[src/design/stdg_pkg.sv]
package stdg_pkg;

    // configuration register indexes
    localparam logic [1:0] CFG_START_VOLUME   = 2'd0;
    localparam logic [1:0] CFG_OUTPUT_CEILING = 2'd1;
    localparam logic [1:0] CFG_DECAY_BEGIN    = 2'd2;
    localparam logic [1:0] CFG_DECAY_LIMIT    = 2'd3;

    // register reset values
    localparam logic [7:0] RST_START_VOLUME   = 8'd200;
    localparam logic [7:0] RST_OUTPUT_CEILING = 8'd200;
    localparam logic [7:0] RST_DECAY_BEGIN    = 8'd200;
    localparam logic [7:0] RST_DECAY_LIMIT    = 8'd220;

    // input command codes (carried on tuser)
    localparam logic CMD_TICK  = 1'b0;
    localparam logic CMD_START = 1'b1;

    // sine table, one period
    localparam int WAVE_ENTRIES = 16;
    localparam logic [7:0] WAVE_TABLE [WAVE_ENTRIES] = '{
        8'd176, 8'd217, 8'd244, 8'd254, 8'd244, 8'd217, 8'd176, 8'd128,
        8'd80,  8'd39,  8'd12,  8'd2,   8'd12,  8'd39,  8'd80,  8'd128
    };

    // level / 50 for 8-bit level: (level * 1311) >> 16, exact over 0..255
    localparam logic [10:0] DIV50_MUL = 11'd1311;

    localparam logic [7:0] COUNT_MAX = 8'd255;

    // one word handed from the input register to the envelope
    typedef struct packed {
        logic        fire;   // word is processed this cycle
        logic        start;  // start of a new note
        logic [15:0] len;    // note length in table periods
    } t_env_ctl;

endpackage

[src/design/stdg_sample.sv]
module stdg_sample (
    input  logic [3:0] i_entry_idx,
    input  logic [7:0] i_level,
    input  logic [7:0] i_ceiling,
    output logic [7:0] o_sample
);
    import stdg_pkg::*;

    logic [15:0] prod;
    logic [7:0]  scaled;

    // table entry times volume, keep the upper byte
    assign prod   = WAVE_TABLE[i_entry_idx] * i_level;
    assign scaled = prod[15:8];

    // clip to the ceiling
    assign o_sample = (scaled > i_ceiling) ? i_ceiling : scaled;

endmodule

[src/design/stdg_env.sv]
module stdg_env #(
    parameter int TABLE_DEPTH = 16
) (
    input  logic               i_clk,
    input  logic               i_rst_n,
    input  stdg_pkg::t_env_ctl i_ctl,
    input  logic [7:0]         i_start_volume,
    input  logic [7:0]         i_decay_begin,
    input  logic [7:0]         i_decay_limit,
    output logic [3:0]         o_entry_idx,
    output logic [7:0]         o_level,
    output logic               o_busy_next
);
    import stdg_pkg::*;

    localparam int PW = (TABLE_DEPTH > 1) ? $clog2(TABLE_DEPTH) : 1;
    localparam logic [PW-1:0] PHASE_LAST = PW'(TABLE_DEPTH - 1);

    logic [PW-1:0] r_phase, n_phase;
    logic [15:0]   r_periods, n_periods;
    logic [7:0]    r_level, n_level;
    logic [7:0]    r_step, n_step;
    logic [7:0]    r_count, n_count;

    logic [PW+3:0] phase_ext;
    logic [18:0]   div_prod;
    logic [7:0]    level_div50;
    logic [7:0]    count_inc;
    logic [7:0]    step_use;
    logic [7:0]    level_dec;

    // table is read at phase mod 16
    assign phase_ext   = {4'b0, r_phase};
    assign o_entry_idx = phase_ext[3:0];
    assign o_level     = r_level;

    // period-end arithmetic
    assign div_prod    = r_level * DIV50_MUL;
    assign level_div50 = {5'b0, div_prod[18:16]};
    assign count_inc   = (r_count != COUNT_MAX) ? r_count + 8'd1 : r_count;
    assign step_use    = (r_step == 8'd0) ? level_div50 : r_step;
    assign level_dec   = (r_level > step_use) ? r_level - step_use : 8'd0;

    // next state for one word
    always_comb begin
        n_phase   = r_phase;
        n_periods = r_periods;
        n_level   = r_level;
        n_step    = r_step;
        n_count   = r_count;
        if (i_ctl.fire) begin
            if (i_ctl.start) begin
                n_level   = i_start_volume;
                n_count   = 8'd0;
                n_phase   = '0;
                n_periods = i_ctl.len;
            end else if (r_phase < PHASE_LAST) begin
                n_phase = r_phase + PW'(1);
            end else if (r_periods != 16'd0) begin
                n_phase   = '0;
                n_periods = r_periods - 16'd1;
                n_count   = count_inc;
                if (count_inc >= i_decay_begin) begin
                    n_level = level_dec;
                    if (level_dec <= step_use || count_inc >= i_decay_limit) begin
                        n_step  = 8'd0;
                        n_count = 8'd0;
                    end else begin
                        n_step = step_use;
                    end
                end
            end
        end
    end

    assign o_busy_next = (n_periods != 16'd0);

    always_ff @(posedge i_clk) begin
        if (!i_rst_n) begin
            r_phase   <= PHASE_LAST;
            r_periods <= 16'd0;
            r_level   <= 8'd0;
            r_step    <= 8'd0;
            r_count   <= 8'd0;
        end else begin
            r_phase   <= n_phase;
            r_periods <= n_periods;
            r_level   <= n_level;
            r_step    <= n_step;
            r_count   <= n_count;
        end
    end

endmodule

[src/design/sine_tone_decay_generator_top.sv]
// Channel   Dir  tdata              tuser
// s_axis    in   [15:0] note_length [0] cmd (0 tick, 1 start)
// m_axis    out  [7:0]  sample      [0] busy_res
// cfg       in   i_cfg_idx selects the register, i_cfg_wdata [7:0] is written
//
// Throughput is one word per cycle while m_axis does not stall; a tick's sample
// passes the input register, then the result register, onto m_axis; a start gives no word.
// The table read, the 8x8 multiply and the envelope update happen in the same cycle.
// Reset is synchronous: volume, step, count and periods clear, phase sits on
// the last entry. A stalled m_axis holds back tick words only; starts still pass.
module sine_tone_decay_generator_top #(
    parameter int TABLE_DEPTH = 16
) (
    input  logic        i_clk,
    input  logic        i_rst_n,
    // input stream
    input  logic        s_axis_tvalid,
    output logic        s_axis_tready,
    input  logic [15:0] s_axis_tdata,   // [15:0] note_length
    input  logic        s_axis_tuser,   // [0] cmd
    // output stream
    output logic        m_axis_tvalid,
    input  logic        m_axis_tready,
    output logic [7:0]  m_axis_tdata,   // [7:0] sample
    output logic        m_axis_tuser,   // [0] busy_res
    // configuration writes
    input  logic        i_cfg_we,
    input  logic [1:0]  i_cfg_idx,
    input  logic [7:0]  i_cfg_wdata
);
    import stdg_pkg::*;

    logic [7:0]  r_start_volume, r_ceiling, r_decay_begin, r_decay_limit;
    logic        r_in_valid;
    logic        r_in_cmd;
    logic [15:0] r_in_len;
    logic        r_out_valid;
    logic [7:0]  r_out_sample;
    logic        r_out_busy;

    logic        fire;
    t_env_ctl    env_ctl;
    logic [3:0]  entry_idx;
    logic [7:0]  level;
    logic        busy_next;
    logic [7:0]  sample;

    // configuration registers
    always_ff @(posedge i_clk) begin
        if (!i_rst_n) begin
            r_start_volume <= RST_START_VOLUME;
            r_ceiling      <= RST_OUTPUT_CEILING;
            r_decay_begin  <= RST_DECAY_BEGIN;
            r_decay_limit  <= RST_DECAY_LIMIT;
        end else if (i_cfg_we) begin
            unique case (i_cfg_idx)
                CFG_START_VOLUME:   r_start_volume <= i_cfg_wdata;
                CFG_OUTPUT_CEILING: r_ceiling      <= i_cfg_wdata;
                CFG_DECAY_BEGIN:    r_decay_begin  <= i_cfg_wdata;
                CFG_DECAY_LIMIT:    r_decay_limit  <= i_cfg_wdata;
                default: ;
            endcase
        end
    end

    // a held word is processed when it needs no slot or the slot frees up
    assign fire = r_in_valid &&
                  (r_in_cmd == CMD_START || !r_out_valid || m_axis_tready);
    assign s_axis_tready = !r_in_valid || fire;

    // input register
    always_ff @(posedge i_clk) begin
        if (!i_rst_n) begin
            r_in_valid <= 1'b0;
        end else if (s_axis_tready) begin
            r_in_valid <= s_axis_tvalid;
        end
    end

    always_ff @(posedge i_clk) begin
        if (s_axis_tready && s_axis_tvalid) begin
            r_in_cmd <= s_axis_tuser;
            r_in_len <= s_axis_tdata;
        end
    end

    assign env_ctl.fire  = fire;
    assign env_ctl.start = (r_in_cmd == CMD_START);
    assign env_ctl.len   = r_in_len;

    stdg_env #(
        .TABLE_DEPTH(TABLE_DEPTH)
    ) u_env (
        .i_clk          (i_clk),
        .i_rst_n        (i_rst_n),
        .i_ctl          (env_ctl),
        .i_start_volume (r_start_volume),
        .i_decay_begin  (r_decay_begin),
        .i_decay_limit  (r_decay_limit),
        .o_entry_idx    (entry_idx),
        .o_level        (level),
        .o_busy_next    (busy_next)
    );

    stdg_sample u_sample (
        .i_entry_idx (entry_idx),
        .i_level     (level),
        .i_ceiling   (r_ceiling),
        .o_sample    (sample)
    );

    // result register
    always_ff @(posedge i_clk) begin
        if (!i_rst_n) begin
            r_out_valid <= 1'b0;
        end else if (fire && r_in_cmd == CMD_TICK) begin
            r_out_valid <= 1'b1;
        end else if (m_axis_tready) begin
            r_out_valid <= 1'b0;
        end
    end

    always_ff @(posedge i_clk) begin
        if (fire && r_in_cmd == CMD_TICK) begin
            r_out_sample <= sample;
            r_out_busy   <= busy_next;
        end
    end

    assign m_axis_tvalid = r_out_valid;
    assign m_axis_tdata  = r_out_sample;
    assign m_axis_tuser  = r_out_busy;

endmodule

[config.mk]
export PLATFORM = sky130hd
export DESIGN_NAME = sine_tone_decay_generator_top
export DESIGN_NICKNAME = d
export VERILOG_FILES = /design/src/design/stdg_pkg.sv /design/src/design/stdg_sample.sv /design/src/design/stdg_env.sv /design/src/design/sine_tone_decay_generator_top.sv
export SDC_FILE = /design/constraint.sdc
export NUM_CORES = 1
export LEC_CHECK = 0
export BUFFER_PORTS_ARGS = -buffer_cell sky130_fd_sc_hd__buf_4
export CELL_PAD_IN_SITES_DETAIL_PLACEMENT = 1
export CELL_PAD_IN_SITES_GLOBAL_PLACEMENT = 1
export CORE_ASPECT_RATIO = 0.75
export CORE_UTILIZATION = 35
export CTS_BUF_LIST = sky130_fd_sc_hd__clkbuf_16
export DETAILED_ROUTE_END_ITERATION = 10
export PLACE_DENSITY = 0.74
export SETUP_SLACK_MARGIN = 0.5
export SKIP_LAST_GASP = 1
export SYNTH_ARGS = -nofsm -noshare
export SYNTH_HDL_FRONTEND = slang
export SYNTH_SLANG_ARGS = --single-unit
[constraint.sdc]
create_clock -name i_clk -period 7.8 [get_ports i_clk]
set_input_delay 0.78 -clock i_clk [delete_from_list [all_inputs] [get_ports i_clk]]
set_output_delay 0.78 -clock i_clk [all_outputs]
set_load 0.02 [all_outputs]
==> flow_summary.json, run 1 <==
{
  "cts_buffers": 9,
  "outcome": "complete, no violations",
  "ys_warn_count": 0,
  "grt_first_pass_wirelength_um": 41720,
  "cts_tree": "built",
  "drv_slew": 0,
  "rr_endpoint": "u_env.r_count[0]",
  "worst_pin_slew_ns": 1.001,
  "clock_sinks": 104,
  "synth_top_area_cell": "ha_1",
  "grt_use_total": 0.1904,
  "wl_per_cell_um": 17.52,
  "fin_ws_ns": 0.5230,
  "timing.rr.start": "u_env.o_level[3]",
  "synth_top_area_share": 0.1763,
  "cpPeakStageDelay_ns": 0.57,
  "hpwl_um": 19400,
  "via_per_inst": 5.368,
  "path_class": "register to register",
  "ios": 43,
  "path_clk_slew_ns": 0.07,
  "crit_arrival_ns": 7.53,
  "synth_ff_type": "dfxtp_1",
  "grt_antenna_before_repair": 0,
  "area_growth_pct": 18.78,
  "syn_nets": 1293,
  "synthTopCellsByArea": "ha_1, dfxtp_1, fa_1, edfxtp_1, inv_1",
  "routed-via-count": 8090,
  "grt_setup_unrepaired": "true",
  "first_pass_iters": 6,
  "clkLatencyLatePin_ns": 0.35,
  "gp_congestion": 0.8299,
  "hold_viol": 0,
  "syn_inst": 1078,
  "synth_cell_types": 80,
  "hp-class": "register to register",
  "max_slew_margin": 0.3301,
  "final_cell_mix": "inv_1, nand2_1, ha_1",
  "slowest_stage": "or4b_4",
  "totalWireLength_um": 26400,
  "vdd_drop_max_mv": 0.1118,
  "pre_cts_slack_ns": -0.09430,
  "rows": 51,
  "hold_ws_ns": 0.4557,
  "drive_gt1_frac": 0.1694,
  "syn_area_um2": 9366,
  "core_um2": 26100,
  "worstRegToRegCells": 33,
  "dr.first_iter.drc_count": 421,
  "grt_max_degree": 39,
  "antenna_left": 0,
  "cp-endpoint": "u_env.r_count[0]",
  "fin_util": 0.4263,
  "synth_edf_count": 26,
  "ctsLongestPathBuffers": 2,
  "fillers": 3050,
  "startpoint": "u_env.o_level[3]",
  "die_y_um": 143.7,
  "initial_utilization": 0.3589,
  "port_buffers": 42,
  "p_leak_nw": 5.339,
  "root_buffer": "clkbuf_16",
  "htree_levels": 3,
  "finalSetupViolCount": 0,
  "cp.required_ns": 8.05,
  "skew_ns": 0.01011,
  "fp.dieArea_um2": 27430,
  "start_kind": "register",
  "nNetsFinal": 1373,
  "async_flop_share": 0,
  "max_cap_violations": 0,
  "cellPowerDensity_nw_per_um2": 148.5,
  "grt_pass1_vias": 8338,
  "synth-seq-cells": 104,
  "syn_area_per_cell_um2": 8.689,
  "overflow": 0,
  "cp_max_fo": 4,
  "r2r_slack_ns": 0.52,
  "yosysSeqAreaShare": 0.2501,
  "layout_min_cycle_time_ns": 7.277,
  "die_x_um": 190.9,
  "fmax_mhz": 137.4,
  "cp-end-kind": "register",
  "final_common_cell": "inv_1",
  "drc": 0,
  "period_share": 0.9330,
  "antenna_cells": 0
}
==> logic make-up (layout without fill, tap and decap cells) <==
kind of cell | count (synthesis) | after routing | share of synthesized area
simple gates | 339 | 339 | 0.1773
xor+xnor | 17 | 17 | 0.01590
flops | 104 | 104 | 0.2501
fa+ha+maj | 185 | 185 | 0.2876
mux | 18 | 18 | 0.01950
buf+inv | 173 | 258 | 0.06973
compound gates | 242 | 242 | 0.1799
==> cells in the mapped netlist, types with 4 or more instances <==
master and instances:
a211o_1 4, a211oi_1 6, a21o_1 32, a21oi_1 58
a22o_1 7, a31oi_1 7, and2_1 34, and3_1 13
buf_1 6, clkbuf_1 24, dfxtp_1 78, edfxtp_1 26
fa_1 51, ha_1 132, inv_1 140, mux2i_1 16
nand2_1 125, nand2b_1 9, nand3_1 20, nand4_1 5
nor2_1 72, nor2b_1 7, nor3_1 23, o211ai_1 20
o21a_1 8, o21ai_0 36, o21ai_1 4, o221ai_1 6
o22ai_1 8, o31ai_1 5, or2_2 5, or3_1 4
xnor2_1 12, xor2_1 5
==> report_power, final <==
group          internal (mW)  switching, mW
Sequential             0.578         0.0231
Clock                  0.265          0.204
Combinational          0.258          0.324
==> cell type report <==
cell class                 count  area [um^2]  share of cell area
clock buffer                  10        250.2             0.02249
clock inverter                 6        53.80            0.004836
inverter                     142        535.5             0.04813
multi-input combinational    801         6744              0.6062
sequential                   104         2350              0.2112
tap                          344        430.4             0.03869
timing repair buffer         100        762.0             0.06849
==> metrics by stage <==
step	instance area, um^2	setup TNS (ns)	total power [mW]	instances
CTS	10760	0	1.591	1496
floorplan	9373	0	0.9374	1078
global route	11130	0	1.749	1507
finish	11130	0	1.652	1507
detailed placement	10130	-0.2885	1.072	1451
global placement	10130	0	1.052	1451
==> routing by layer <==
layer | vias up | track usage | part of all wire
li1 | 3904 | - | -
met1 | 4028 | 0.2585 | 0.47
met2 | 132 | 0.3204 | 0.48
met3 | 26 | 0.02784 | 0.034
met4 | 0 | 0.03789 | 0.0097
met5 | - | 0 | 0
==> registers in the layout (all words and copies together), names as in the netlist, 8 cells and up <==
name and cells:
m_axis_tdata 8, r_ceiling 8, r_decay_begin 8, r_decay_limit 8, r_in_len 16, r_start_volume 8, u_env.o_level 8, u_env.r_count 8
u_env.r_periods 16, u_env.r_step 8
==> how the worst min path moves through the flow <==
stage	cells past startpoint	to	startpoint
2_1_floorplan	2	r_ceiling[1]	r_ceiling[1]
3_3_place_gp	2	r_decay_begin[4]	r_decay_begin[4]
3_5_place_dp	2	r_ceiling[5]	r_ceiling[5]
4_1_cts	2	r_ceiling[5]	r_ceiling[5]
5_1_grt	2	r_ceiling[5]	r_ceiling[5]
6_report	2	r_ceiling[5]	r_ceiling[5]
==> critical path: cells and delay by family (launching register included) <==
kind            cells  cell delay, ns
xor+xnor            2            0.33
fa+ha+maj           8            2.85
compound gates     11            1.76
simple gates        7            1.49
flops               1            0.33
buf+inv             5            0.38
==> timing repair <==
item | 4_1_cts | 5_1_grt
pin swaps | 22 | 37
hold buffers | 0 | 0
setup buffers | 29 | 11
gates resized for setup | 21 | 56
endpoints found under the setup margin | 21 | 25
gates cloned | 0 | 0
(Power assumes the default switching activity.)
==> run 2, diff against run 1 <==
Settings changed: CELL_PAD_IN_SITES_DETAIL_PLACEMENT 1 to default, CELL_PAD_IN_SITES_GLOBAL_PLACEMENT 1 to default, PLACE_DENSITY 0.74 to 0.62.
==> flow_summary.json, run 2 (synthesized netlist as in run 1, its figures left out) <==
{
  "outcome": "complete, no violations",
  "crit_arrival_ns": 7.47,
  "worst_pin_slew_ns": 1.013,
  "rows": 51,
  "max_cap_violations": 0,
  "seq_power_share": 0.387,
  "whs_path_depth": 2,
  "hpwl_um": 16640,
  "slowest_stage": "fa_1",
  "fin_util": 0.4164,
  "port_buffers": 42,
  "core_um2": 26100,
  "min_from": "r_decay_begin[2]",
  "cp_num_buf_inv": 2,
  "grt_first_pass_wirelength_um": 35490,
  "overflow": 0,
  "drc": 0,
  "path_delay_family": "adder cells",
  "start_kind": "register",
  "clkLatencyLatePin_ns": 0.35,
  "max_slew_margin": 0.3220,
  "fmax_mhz": 139.5,
  "die_x_um": 190.9,
  "grt_use_total": 0.1602,
  "routed-via-count": 7638,
  "path_class": "register to register",
  "htree_levels": 3,
  "layout_min_cycle_time_ns": 7.170,
  "vdd_drop_max_mv": 0.1190,
  "antenna_left": 0,
  "final_common_cell": "inv_1",
  "clock_sinks": 104,
  "worstRegToRegCells": 29,
  "skew_ns": 0.009491,
  "grt_max_degree": 39,
  "gp_congestion": 0.8535,
  "switchingPower_mw": 0.5038,
  "cp.required_ns": 8.10,
  "r2r_slack_ns": 0.63,
  "period_share": 0.9193,
  "antenna_cells": 0,
  "nNetsFinal": 1352,
  "die_y_um": 143.7,
  "hp-class": "register to register",
  "cts_buffers": 9,
  "timing.rr.start": "u_env.o_level[5]",
  "first_pass_iters": 5,
  "cp-end-kind": "register",
  "setup_tns_ns": 0,
  "drv_slew": 0,
  "hold_buffers": 0,
  "ios": 43,
  "initial_utilization": 0.3589,
  "dr.first_iter.drc_count": 418,
  "p_leak_nw": 5.221,
  "min_to": "r_decay_begin[2]",
  "path_clk_slew_ns": 0.07,
  "via_per_inst": 5.140,
  "finalNonFillerCells": 1486,
  "swShare": 0.3252,
  "hold_viol": 0,
  "root_buffer": "clkbuf_16",
  "p_int_mw": 1.045,
  "grt_antenna_before_repair": 0,
  "fp.dieArea_um2": 27430,
  "cpPeakStageDelay_ns": 0.59,
  "area_growth_pct": 16.03,
  "rr_endpoint": "u_env.r_step[2]",
  "pwr-share-comb": 0.330,
  "p_clk_frac": 0.283,
  "p_total_mw": 1.549,
  "cts_tree": "built",
  "ctsLongestPathBuffers": 2,
  "cellPowerDensity_nw_per_um2": 142.5,
  "wl_per_cell_um": 14.64,
  "finalSetupViolCount": 0,
  "cp.depth": 29,
  "dp_cells": 1450,
  "reg.largest.list": "r_in_len x16, u_env.r_periods x16",
  "grt_setup_unrepaired": "true",
  "drive_gt1_frac": 0.1454,
  "grt_pass1_vias": 7105,
  "final_cell_mix": "inv_1, nand2_1, ha_1",
  "totalWireLength_um": 21760,
  "cp_max_fo": 5
}
-- run 2: changes by cell type in the layout (fill, tap and decap cells not counted), sizes merged --
cell    change
clkbuf      -1
inv         +1
buf        -21
-- run 2: tightest hold or removal path, stage by stage (launching register included) --
cell and delay, ns:
dfxtp_1 0.31, nand2_1 0.05, a21oi_1 0.05
-- run 2: metrics by stage --
step | area, um^2 | setup WS (ns) | hold slack [ns]
floorplan | 9373 | 0.5343 | 0.4363
global placement | 10130 | 0.4122 | 0.4429
global route | 10870 | 0.3206 | 0.4865
detailed placement | 10130 | 0.2931 | 0.4522
CTS | 10570 | 0.5034 | 0.4624
finish | 10870 | 0.6297 | 0.4577
-- run 2: final cells by class --
type                    instances  area [um^2]
multi-input cells             801         6658
flip-flops and latches        104         2347
fillers                      2581        15230
clock buffers                   9        225.2
repair buffers                 79        614.3
inverters                     142        535.5
clock inverters                 7        57.56
well taps                     344        430.4
-- run 2: how the worst max path moves through the flow --
stage,start,endpoint,slack [ns]
after floorplan,u_env.o_level[3],u_env.r_step[2],0.53
after global placement,u_env.o_level[2],u_env.r_count[0],0.41
after detailed placement,u_env.o_level[2],u_env.r_count[0],0.29
after CTS,u_env.o_level[4],u_env.r_count[0],0.50
after global routing,u_env.o_level[5],u_env.r_step[2],0.32
final,u_env.o_level[5],u_env.r_step[2],0.63
-- run 2: what timing repair did --
item                       4_1_cts  5_1_grt
pin swaps                       13       33
setup endpoints to repair       16       24
cloned                           0        1
resized for setup               10       54
buffers inserted                12        7
-- run 2: per-layer routing --
| metal | vias up | part of all wire | wire (um) | track usage |
|---|---|---|---|---|
| met4 | 0 | 0.0057 | 123 | 0.02316 |
| met5 | - | 0 | 0 | 0 |
| met1 | 3623 | 0.52 | 11250 | 0.2376 |
| li1 | 3867 | - | - | - |
| met2 | 138 | 0.44 | 9528 | 0.2431 |
| met3 | 10 | 0.039 | 855 | 0.02955 |
-- run 2: power groups by stage --
stage / Clock (mW) / Combinational (mW) / Sequential, mW
after floorplan: 0 / 0.328 / 0.609
after global placement: 0 / 0.435 / 0.611
after detailed placement: 0 / 0.442 / 0.611
after CTS: 0.449 / 0.470 / 0.599
after global routing: 0.472 / 0.574 / 0.604
final: 0.438 / 0.511 / 0.600
==> run 3, diff against run 2 <==
Settings changed: BUFFER_PORTS_ARGS -buffer_cell sky130_fd_sc_hd__buf_4 to default, DONT_BUFFER_PORTS from default to 1, PLACE_DENSITY 0.62 to 0.61.
==> flow_summary.json, run 3 (synthesized netlist as in run 1, its figures left out) <==
{
  "cts_buffers": 9,
  "p_int_mw": 0.9986,
  "drive_gt1_frac": 0.1062,
  "slowest_stage": "fa_2",
  "ctsLongestPathBuffers": 2,
  "outcome": "complete, no violations",
  "hold_viol": 0,
  "gp_congestion": 0.8728,
  "routed-via-count": 7471,
  "area_growth_pct": 11.98,
  "cts_tree": "built",
  "p_leak_nw": 5.001,
  "wl_per_cell_um": 15.03,
  "pwr-share-comb": 0.314,
  "dr.first_iter.drc_count": 401,
  "cellPowerDensity_nw_per_um2": 144.3,
  "fp.dieArea_um2": 27430,
  "ios": 43,
  "rows": 51,
  "path_class": "register to register",
  "clkLatencyLatePin_ns": 0.36,
  "max_cap_violations": 0,
  "hp-class": "register to register",
  "overflow": 0,
  "first_pass_iters": 5,
  "p_clk_frac": 0.288,
  "worst_pin_slew_ns": 1.057,
  "drv_slew": 0,
  "cp-end-kind": "register",
  "grt_setup_unrepaired": "true",
  "antenna_left": 0,
  "layout_min_cycle_time_ns": 7.144,
  "skew_ns": 0.006408,
  "finalSetupViolCount": 0,
  "grt_first_pass_wirelength_um": 35600,
  "hpwl_um": 16430,
  "cp_max_fo": 6,
  "die_x_um": 190.9,
  "final_common_cell": "inv_1",
  "grt_pass1_vias": 7077,
  "pre_cts_slack_ns": 0.2983,
  "grt_max_degree": 39,
  "crit_arrival_ns": 7.40,
  "switchingPower_mw": 0.5149,
  "cp.required_ns": 8.05,
  "grt_use_total": 0.1616,
  "fin_ws_ns": 0.6563,
  "drc": 0,
  "die_y_um": 143.7,
  "setup_tns_ns": 0,
  "totalWireLength_um": 21730,
  "p_total_mw": 1.514,
  "antenna_cells": 0,
  "htree_levels": 3,
  "root_buffer": "clkbuf_16",
  "clock_sinks": 104,
  "port_buffers": 0,
  "fmax_mhz": 140.0,
  "cpMostUsedCell": "buf_4",
  "period_share": 0.9159,
  "max_slew_margin": 0.2929,
  "swShare": 0.3402,
  "vdd_drop_max_mv": 0.1162,
  "grt_antenna_before_repair": 0,
  "reg.largest.list": "r_in_len x16, u_env.r_periods x16",
  "hold_buffers": 0,
  "via_per_inst": 5.167,
  "final_cell_mix": "inv_1, nand2_1, ha_1",
  "initial_utilization": 0.3589,
  "cpPeakStageDelay_ns": 0.62,
  "start_kind": "register",
  "core_um2": 26100,
  "nNetsFinal": 1312,
  "seq_power_share": 0.399,
  "path_clk_slew_ns": 0.07
}
-- run 3: cell count changes in the layout (fill, tap and decap cells not counted), sizes merged --
cell,before,now
inv,146,145
bufinv,1,0
buf,79,39
clkinvlp,0,2
-- run 3: worst paths after layout --
check	startpoint	end	slack (ns)	cells past startpoint
max	u_env.o_level[5]	u_env.r_count[0]	0.66	37
min	r_ceiling[4]	r_ceiling[4]	0.46	2
min reg2reg	r_ceiling[4]	r_ceiling[4]	0.46	2
max reg2reg	u_env.o_level[5]	u_env.r_count[0]	0.66	37
-- run 3: layer usage --
metal	wire length (um)	track usage	vias up	share of wire
met2	9416	0.2489	144	0.43
met3	863	0.02613	13	0.040
li1	-	-	3777	-
met4	136	0.02989	0	0.0063
met1	11310	0.2368	3537	0.52
met5	0	0	-	0
-- run 3: layout make-up --
type                            instances  area [um^2]
Clock buffer                            9        225.2
Clock inverter                          7        47.55
Fill cell                            2572        15610
Inverter                              142        535.5
Multi-Input combinational cell        801         6604
Sequential cell                       104         2346
Tap cell                              344        430.4
Timing Repair Buffer                   39        300.3
-- run 3: through the flow --
stage          cells  hold slack, ns  utilization  area (um^2)
3_5_place_dp    1405          0.4500       0.3750         9788
2_1_floorplan   1078          0.4363            -         9373
4_1_cts         1433          0.4602       0.3914        10210
5_1_grt         1446          0.4872       0.4019        10490
3_3_place_gp    1405          0.4426       0.3750         9788
6_report        1446          0.4601       0.4019        10490
-- run 3: worst max-delay path: cells and delay by family, from the launching register on --
family | cells | cell delay, ns
AO/OA/AOI/OAI | 14 | 2.08
buffers and inverters | 9 | 1.11
XOR/XNOR | 2 | 0.30
AND/OR/NAND/NOR | 4 | 0.57
adder cells (fa/ha/maj) | 8 | 2.65
flip-flops | 1 | 0.34
-- run 3: power by group through the flow --
stage          combinational (mW)  sequential [mW]  clock, mW
3_3_place_gp                0.412            0.615          0
2_1_floorplan               0.328            0.609          0
4_1_cts                     0.443            0.603      0.447
5_1_grt                     0.536            0.607      0.465
6_report                    0.475            0.603      0.435
3_5_place_dp                0.416            0.615          0
-- run 3: timing repair --
action,4_1_cts,5_1_grt
resized for setup,9,38
pin swaps,13,25
setup endpoints to repair,16,24
setup buffers,12,13
hold endpoints to repair,0,0
